<file path="src/rtl/vss_pkg.sv">
// ----------------------------------------------------------------------------
// vss_pkg
// Shared types and codes for the value search stack: action and status
// codes, and the command and status bundles between controller and datapath.
// ----------------------------------------------------------------------------
package vss_pkg;

  localparam int DATA_W = 32;

  localparam logic [2:0] ACT_PUSH    = 3'd0;
  localparam logic [2:0] ACT_SEARCH  = 3'd1;
  localparam logic [2:0] ACT_MODIFY  = 3'd2;
  localparam logic [2:0] ACT_DELETE  = 3'd3;
  localparam logic [2:0] ACT_DISPLAY = 3'd4;

  localparam logic [2:0] ST_DONE      = 3'd0;
  localparam logic [2:0] ST_FOUND     = 3'd1;
  localparam logic [2:0] ST_NOT_FOUND = 3'd2;
  localparam logic [2:0] ST_EMPTY     = 3'd3;
  localparam logic [2:0] ST_FULL      = 3'd4;

  typedef enum logic [1:0] {
    WR_KEY,
    WR_REPL,
    WR_RDATA
  } wr_sel_t;

  typedef enum logic [1:0] {
    WA_COUNT,
    WA_TAG,
    WA_TAG_PREV
  } wr_at_t;

  typedef struct packed {
    logic       load;
    logic       ptr_top;
    logic       ptr_dec;
    logic       ptr_next;
    logic       ptr_inc;
    logic       wr_en;
    wr_sel_t    wr_sel;
    wr_at_t     wr_at;
    logic       cnt_inc;
    logic       cnt_dec;
    logic       emit;
    logic [2:0] emit_status;
    logic       emit_show;
    logic       emit_last;
  } cmd_t;

  typedef struct packed {
    logic [2:0] action;
    logic       empty;
    logic       full;
    logic       match;
    logic       tag_zero;
    logic       tag_top;
  } stat_t;

endpackage

</file>
<file path="src/rtl/value_search_stack_core.sv">
// ----------------------------------------------------------------------------
// value_search_stack_core
// Bounded LIFO store of signed 32-bit words with push, search, modify,
// delete of the topmost match and top-to-bottom display.
// ----------------------------------------------------------------------------
// A transaction is taken when start is high and busy is low. Results come out
// on status, data and last for one cycle each, marked by strobe, and cannot be
// held off. Push, and search, modify, delete or display on an empty store,
// answer from the dispatch state. Search and modify walk the memory from the
// top, one entry a cycle through its single read port, up to the first match
// or the bottom entry. Delete adds a shift of the entries above the match, one
// per cycle. Display gives one result per cycle. The next transaction can
// start on the cycle the last result is shown. Unused action codes give no
// result.
module value_search_stack_core #(
  parameter int DEPTH = 16
) (
  input  logic               clk,
  input  logic               rst,
  input  logic               start,
  input  logic [2:0]         action,
  input  logic signed [31:0] value,
  input  logic signed [31:0] new_value,
  output logic               busy,
  output logic               strobe,
  output logic [2:0]         status,
  output logic signed [31:0] data,
  output logic               last
);

  vss_pkg::cmd_t  cmd;
  vss_pkg::stat_t stat;

  vss_ctrl u_ctrl (
    .clk  (clk),
    .rst  (rst),
    .start(start),
    .stat (stat),
    .cmd  (cmd),
    .busy (busy)
  );

  vss_dp #(
    .DEPTH(DEPTH)
  ) u_dp (
    .clk      (clk),
    .rst      (rst),
    .action   (action),
    .value    (value),
    .new_value(new_value),
    .cmd      (cmd),
    .stat     (stat),
    .strobe   (strobe),
    .status   (status),
    .data     (data),
    .last     (last)
  );

endmodule

</file>
<file path="src/rtl/vss_ram.sv">
// ----------------------------------------------------------------------------
// vss_ram
// Generic single write port, single read port RAM with registered read.
// ----------------------------------------------------------------------------
module vss_ram #(
  parameter int WIDTH = 32,
  parameter int DEPTH = 16,
  localparam int AddrW = (DEPTH > 1) ? $clog2(DEPTH) : 1
) (
  input  logic             clk,
  input  logic             wr_en,
  input  logic [AddrW-1:0] wr_addr,
  input  logic [WIDTH-1:0] wr_data,
  input  logic [AddrW-1:0] rd_addr,
  output logic [WIDTH-1:0] rd_data
);

  logic [WIDTH-1:0] mem [DEPTH];

  always_ff @(posedge clk) begin
    if (wr_en) begin
      mem[wr_addr] <= wr_data;
    end
    rd_data <= mem[rd_addr];
  end

endmodule

</file>
<file path="src/rtl/vss_dp.sv">
// ----------------------------------------------------------------------------
// vss_dp
// Datapath: entry memory, entry count, scan pointer, key and replacement
// registers, match compare and the result registers.
// ----------------------------------------------------------------------------
module vss_dp #(
  parameter int DEPTH = 16,
  localparam int AddrW = (DEPTH > 1) ? $clog2(DEPTH) : 1,
  localparam int CntW  = $clog2(DEPTH + 1)
) (
  input  logic                      clk,
  input  logic                      rst,
  input  logic [2:0]                action,
  input  logic [vss_pkg::DATA_W-1:0] value,
  input  logic [vss_pkg::DATA_W-1:0] new_value,
  input  vss_pkg::cmd_t             cmd,
  output vss_pkg::stat_t            stat,
  output logic                      strobe,
  output logic [2:0]                status,
  output logic [vss_pkg::DATA_W-1:0] data,
  output logic                      last
);

  logic [2:0]                 op;
  logic [vss_pkg::DATA_W-1:0] key;
  logic [vss_pkg::DATA_W-1:0] repl;
  logic [CntW-1:0]            count;
  logic [AddrW-1:0]           ptr;
  logic [AddrW-1:0]           tag;
  logic [vss_pkg::DATA_W-1:0] rdata;
  logic                       wr_en;
  logic [AddrW-1:0]           wr_addr;
  logic [vss_pkg::DATA_W-1:0] wr_data;

  vss_ram #(
    .WIDTH(vss_pkg::DATA_W),
    .DEPTH(DEPTH)
  ) u_ram (
    .clk    (clk),
    .wr_en  (wr_en),
    .wr_addr(wr_addr),
    .wr_data(wr_data),
    .rd_addr(ptr),
    .rd_data(rdata)
  );

  assign wr_en = cmd.wr_en;

  always_comb begin
    unique case (cmd.wr_sel)
      vss_pkg::WR_KEY:   wr_data = key;
      vss_pkg::WR_REPL:  wr_data = repl;
      vss_pkg::WR_RDATA: wr_data = rdata;
      default:           wr_data = key;
    endcase
    unique case (cmd.wr_at)
      vss_pkg::WA_COUNT:    wr_addr = count[AddrW-1:0];
      vss_pkg::WA_TAG:      wr_addr = tag;
      vss_pkg::WA_TAG_PREV: wr_addr = tag - AddrW'(1);
      default:              wr_addr = tag;
    endcase
  end

  assign stat.action   = op;
  assign stat.empty    = (count == '0);
  assign stat.full     = (count == CntW'(DEPTH));
  assign stat.match    = (rdata == key);
  assign stat.tag_zero = (tag == '0);
  assign stat.tag_top  = ((CntW'(tag) + CntW'(1)) == count);

  always_ff @(posedge clk) begin
    if (cmd.load) begin
      op   <= action;
      key  <= value;
      repl <= new_value;
    end
    tag <= ptr;
    priority if (cmd.ptr_top) begin
      ptr <= AddrW'(count - CntW'(1));
    end else if (cmd.ptr_next) begin
      ptr <= tag + AddrW'(1);
    end else if (cmd.ptr_inc) begin
      ptr <= ptr + AddrW'(1);
    end else if (cmd.ptr_dec && ptr != '0) begin
      ptr <= ptr - AddrW'(1);
    end else begin
      ptr <= ptr;
    end
    status <= cmd.emit_status;
    data   <= cmd.emit_show ? rdata : '0;
    last   <= cmd.emit_last;
    if (rst) begin
      count  <= '0;
      strobe <= 1'b0;
    end else begin
      strobe <= cmd.emit;
      if (cmd.cnt_inc) begin
        count <= count + CntW'(1);
      end else if (cmd.cnt_dec) begin
        count <= count - CntW'(1);
      end
    end
  end

endmodule

</file>
<file path="src/rtl/vss_ctrl.sv">
// ----------------------------------------------------------------------------
// vss_ctrl
// Controller: sequences push, scan, shift-down delete and display over the
// datapath, one transaction at a time.
// ----------------------------------------------------------------------------
module vss_ctrl (
  input  logic           clk,
  input  logic           rst,
  input  logic           start,
  input  vss_pkg::stat_t stat,
  output vss_pkg::cmd_t  cmd,
  output logic           busy
);

  typedef enum logic [2:0] {
    S_IDLE,
    S_DISPATCH,
    S_SCAN,
    S_SHIFT_PRIME,
    S_SHIFT,
    S_SHOW
  } state_t;

  state_t state;
  state_t state_next;

  assign busy = (state != S_IDLE);

  always_comb begin
    cmd             = '0;
    cmd.wr_sel      = vss_pkg::WR_KEY;
    cmd.wr_at       = vss_pkg::WA_COUNT;
    cmd.emit_status = vss_pkg::ST_DONE;
    cmd.emit_last   = 1'b1;
    state_next      = state;
    unique case (state)
      S_IDLE: begin
        if (start) begin
          cmd.load    = 1'b1;
          cmd.ptr_top = 1'b1;
          state_next  = S_DISPATCH;
        end
      end
      S_DISPATCH: begin
        state_next = S_IDLE;
        if (stat.action == vss_pkg::ACT_PUSH) begin
          cmd.emit = 1'b1;
          if (stat.full) begin
            cmd.emit_status = vss_pkg::ST_FULL;
          end else begin
            cmd.wr_en   = 1'b1;
            cmd.cnt_inc = 1'b1;
          end
        end else if (stat.action == vss_pkg::ACT_SEARCH ||
                     stat.action == vss_pkg::ACT_MODIFY ||
                     stat.action == vss_pkg::ACT_DELETE ||
                     stat.action == vss_pkg::ACT_DISPLAY) begin
          if (stat.empty) begin
            cmd.emit        = 1'b1;
            cmd.emit_status = vss_pkg::ST_EMPTY;
          end else begin
            cmd.ptr_dec = 1'b1;
            state_next  = (stat.action == vss_pkg::ACT_DISPLAY) ? S_SHOW : S_SCAN;
          end
        end
      end
      S_SCAN: begin
        if (stat.match) begin
          state_next = S_IDLE;
          if (stat.action == vss_pkg::ACT_SEARCH) begin
            cmd.emit        = 1'b1;
            cmd.emit_status = vss_pkg::ST_FOUND;
          end else if (stat.action == vss_pkg::ACT_MODIFY) begin
            cmd.wr_en  = 1'b1;
            cmd.wr_sel = vss_pkg::WR_REPL;
            cmd.wr_at  = vss_pkg::WA_TAG;
            cmd.emit   = 1'b1;
          end else if (stat.tag_top) begin
            cmd.cnt_dec = 1'b1;
            cmd.emit    = 1'b1;
          end else begin
            cmd.ptr_next = 1'b1;
            state_next   = S_SHIFT_PRIME;
          end
        end else if (stat.tag_zero) begin
          cmd.emit        = 1'b1;
          cmd.emit_status = vss_pkg::ST_NOT_FOUND;
          state_next      = S_IDLE;
        end else begin
          cmd.ptr_dec = 1'b1;
        end
      end
      S_SHIFT_PRIME: begin
        cmd.ptr_inc = 1'b1;
        state_next  = S_SHIFT;
      end
      S_SHIFT: begin
        cmd.wr_en  = 1'b1;
        cmd.wr_sel = vss_pkg::WR_RDATA;
        cmd.wr_at  = vss_pkg::WA_TAG_PREV;
        if (stat.tag_top) begin
          cmd.cnt_dec = 1'b1;
          cmd.emit    = 1'b1;
          state_next  = S_IDLE;
        end else begin
          cmd.ptr_inc = 1'b1;
        end
      end
      S_SHOW: begin
        cmd.emit      = 1'b1;
        cmd.emit_show = 1'b1;
        cmd.emit_last = stat.tag_zero;
        if (stat.tag_zero) begin
          state_next = S_IDLE;
        end else begin
          cmd.ptr_dec = 1'b1;
        end
      end
      default: begin
        state_next = S_IDLE;
      end
    endcase
  end

  always_ff @(posedge clk) begin
    if (rst) begin
      state <= S_IDLE;
    end else begin
      state <= state_next;
    end
  end

endmodule
</file>
<file path="config.mk">
export PLATFORM = sky130hd
export DESIGN_NAME = value_search_stack_core
export DESIGN_NICKNAME = d
export VERILOG_FILES = /design/src/rtl/vss_pkg.sv /design/src/rtl/value_search_stack_core.sv /design/src/rtl/vss_ram.sv /design/src/rtl/vss_dp.sv /design/src/rtl/vss_ctrl.sv
export SDC_FILE = /design/constraint.sdc
export NUM_CORES = 1
export LEC_CHECK = 0
export BUFFER_PORTS_ARGS = -buffer_cell sky130_fd_sc_hd__buf_2
export CAP_MARGIN = 20
export CORE_ASPECT_RATIO = 1.25
export CORE_MARGIN = 8
export CORE_UTILIZATION = 50
export CTS_CLUSTER_SIZE = 25
export DETAILED_ROUTE_END_ITERATION = 12
export PLACE_DENSITY = 0.72
export SKIP_CTS_REPAIR_TIMING = 1
export SYNTH_ARGS = -nofsm -noshare
export SYNTH_HDL_FRONTEND = slang
export SYNTH_SLANG_ARGS = --single-unit
</file>
<file path="constraint.sdc">
create_clock -name clk -period 4.2 [get_ports clk]
set_clock_uncertainty 0.2 [all_clocks]
set_input_delay 0.63 -clock clk [delete_from_list [all_inputs] [get_ports clk]]
set_output_delay 0.63 -clock clk [all_outputs]
set_load 0.02 [all_outputs]
</file>
==> results by group <==
Outcome
  – Status: completed

Logic synthesis
  – Yosys Warn Count: 0
  – Primary FF master, synth: edfxtp_1
  – Seq/Total Area, Yosys: 75.5%
  – Syn nets: 1328
  – Post-synth cell types: 59
  – Synth async-reset ratio: 0%
  – Mapped Cells: around 1200
  – Post-synth EDFFs: 583
  – Avg Synthesized Cell Area: 20.3 µm²
  – Mapped cell area: 0.0253 mm²
  – #FFs+latches synth: 664

STA
  – Final TNS setup: 0 ns
  – Worst-Margin Slew: 0.992 ns
  – Tcrit/Tclk final: between 90% and 100%
  – RSZ-0062 raised after global routing: false
  – Final setup viols: 0
  – Hold Fails Final Rpt: 0
  – Min Clock Period, post-route: 4.01 ns
  – Max Freq: ~0.25 GHz
  – Final Max Slew Viols: 0
  – Max-slew headroom: 33.5%

Worst hold path
  – Hold depth: 1
  – Worst Hold Class: in2reg

Floorplan
  – Core Region: ~0.050 mm²
  – Die area: 0.0581 mm²
  – Initial Util: approximately half
  – Die W: 217 µm
  – Num rows: 92
  – Boundary pin count: 108
  – Die Span Y: 268 µm

Drt
  – Detail Route Antenna Nets: 0
  – Total wire length: approximately 61 mm
  – Pre-antenna DRT Iters: 5
  – Initial drt markers: 1930
  – DRC Markers: 0
  – DR WL/cell: 28.2 µm
  – Via count: 13350
  – Via-to-Cell Ratio: 6.12

Global routing
  – Largest net degree at the start of global routing: 132
  – Initial antenna violation count: 1
  – Grt met2 use: 32.4%
  – GRT Residual Overflow: 0
  – GR Util met1: 30.2%
  – Vias in the first global route: 13480
  – First-pass GRT wire length: 90.2 mm
  – All-Layer GR Usage: 21.3%
  – GRT busiest layer: met2
  – Grt met3 use: under 10%

Setup path
  – Crit path depth: 11
  – Setup CP Type: reg2reg
  – Critical Path Fanout Max: 20
  – Worst R2R Setup Slack: 0.19 ns
  – Required @ worst endpoint: 4.25 ns
  – Reg2Reg Depth: 11
  – CP Launch Type: flop
  – CP bufs+invs: 2
  – Worst path max stage delay: 0.41 ns
  – Crit. End Element: flop
  – Worst-path cell chain: xnor2_1, nand4_1, nor4_2, and3_1, inv_1, ha_1, a22oi_1, nor3b_1, a31oi_2, nor2_4, buf_4
  – CP arrival: 4.06 ns
  – CP top delay family: simple AND/OR/NAND/NOR gates
  – Critical-path top delay cell: edfxtp_1

Cells and area
  – Layout net count: approximately 1600
  – Layout area overhead: 17.9%
  – Design area: a little under 0.03 mm²
  – Filler Cells Inserted: 3603
  – Antenna cells: 0
  – Area of the multi-input gates: 0.00607 mm²
  – Register Area: 0.0191 mm²
  – Share of layout cells above drive strength 1: 32.6%

Clock tree
  – Reg clk slew, reported paths: 0.06 ns
  – Clock root buffer: clkbuf_16
  – Clock buffer depth: 3
  – CTS Buf Count: 66
  – CTS tree: built
  – CTS Sinks: 664
  – Clock latency on the worst-skew pair: 0.60 ns
  – H-tree lvl count: 3

Placed design
  – Buffers on Ports: 107
  – Post-detail-place hpwl: 37.6 mm
  – Placer Congestion: between 0.8 and 0.9
  – Placed standard-cell area: around 0.027 mm²

Run
  – Max Cap Viol: 0

Pwr
  – PD cells: 480 mW/mm²
  – Peak VDD IR: 0.308 mV
  – Leak pwr: 9.98 nW
metal layers:
metal | vias up | wire length (µm) | share of wire (%)
li1 | 5541 | - | -
met1 | 6967 | 25100 | 41
met2 | 724 | 28700 | 47
met3 | 118 | 5670 | 9.2
met4 | 0 | 2070 | 3.4
met5 | - | 0 | 0
through the flow:
stage	total power, W	instances	hold slack, ns	setup slack (ns)	util [%]
floorplan	0.00820	1248	0.146	-0.158	-
global placement	0.00861	2045	0.290	0.0300	54.7
detailed placement	0.00863	2045	0.296	-0.0125	54.7
CTS	0.0144	2163	-0.0294	-0.0444	59.0
global route	0.0147	2183	0.0000873	0.0237	59.5
finish	0.0143	2183	0.0122	0.195	59.5
final cells by class:
cell class                 count  area share, %
multi-input combinational    508           20.4
clock inverter                20          0.646
sequential                   664           64.1
timing repair buffer         221           5.42
tap                          658           2.76
clock buffer                  98           6.55
inverter                      14          0.180
sequential cells by signal (all words and copies together), names as in the netlist:
register,count
u_dp.status,3
u_dp.repl,32
u_dp.u_ram.rd_data,32
u_ctrl.state,3
u_dp.strobe,1
u_dp.key,32
u_dp.tag,4
u_dp.last,1
u_dp.data,32
u_dp.op,3
u_dp.ptr,4
u_dp.count,5
u_dp.u_ram.mem,512
cell usage in the layout, fill, tap and decap left out, types with 4 or more instances in the layout:
cell           instances
nand4_1                7
nor2b_4                4
edfxtp_1             583
buf_2                107
xnor2_1               27
clkinv_1               4
clkbuf_16             69
dfxtp_1               81
buf_4                 80
clkbuf_1              17
nand3_1                7
ha_1                   7
nor2_1                13
mux4_2               160
nor2_4                13
dlygate4sd3_1         20
clkinv_2               8
nand2_1               48
a31oi_1                5
nor3_1                11
o21ai_0               44
xor2_1                21
and2_1                35
clkbuf_8              12
buf_12                14
inv_1                 13
a21oi_1                6
a22oi_1               35
synth_stat cells (7+ instances only):
cell type	n	area, µm²
buf_1	19	71.3
nand2_1	48	180
nor2b_1	7	43.8
nor2_1	26	97.6
and2_1	35	219
ha_1	9	113
a31oi_1	8	50.1
nor3_1	11	55.1
clkbuf_1	42	158
dfxtp_1	81	1620
nand3_1	7	35.0
xor2_1	21	184
a22oi_1	35	263
mux4_2	160	3600
o21ai_0	44	220
inv_1	14	52.6
xnor2_1	27	236
nand4_1	7	43.8
edfxtp_1	583	17500
logic make-up after synthesis:
| family | after synthesis | share of synthesized area, % |
|---|---|---|
| multiplexers | 162 | 14.4 |
| XOR/XNOR | 48 | 1.66 |
| AND/OR/NAND/NOR | 166 | 3.45 |
| flip-flops | 664 | 75.5 |
| adder cells (fa/ha/maj) | 10 | 0.524 |
| AO/OA/AOI/OAI | 122 | 3.33 |
| buffers and inverters | 76 | 1.13 |
power breakdown:
group / switching [W] / internal [W]
sequential: 0.000131 / 0.00733
combinational: 0.000574 / 0.000483
clock: 0.00239 / 0.00342
worst paths after layout:
path                                               startpoint                        endpoint
worst max-delay path                   u_dp.key[18]$_DFFE_PP_  u_dp.u_ram.mem[9][7]$_DFFE_PP_
worst min-delay path                            new_value[21]         u_dp.repl[21]$_DFFE_PP_
worst max register to register         u_dp.key[18]$_DFFE_PP_  u_dp.u_ram.mem[9][7]$_DFFE_PP_
worst min register to register  u_dp.u_ram.rd_data[3]$_DFF_P_         u_dp.data[3]$_SDFF_PN0_
No activity file was read; power rests on OpenSTA's default activity.
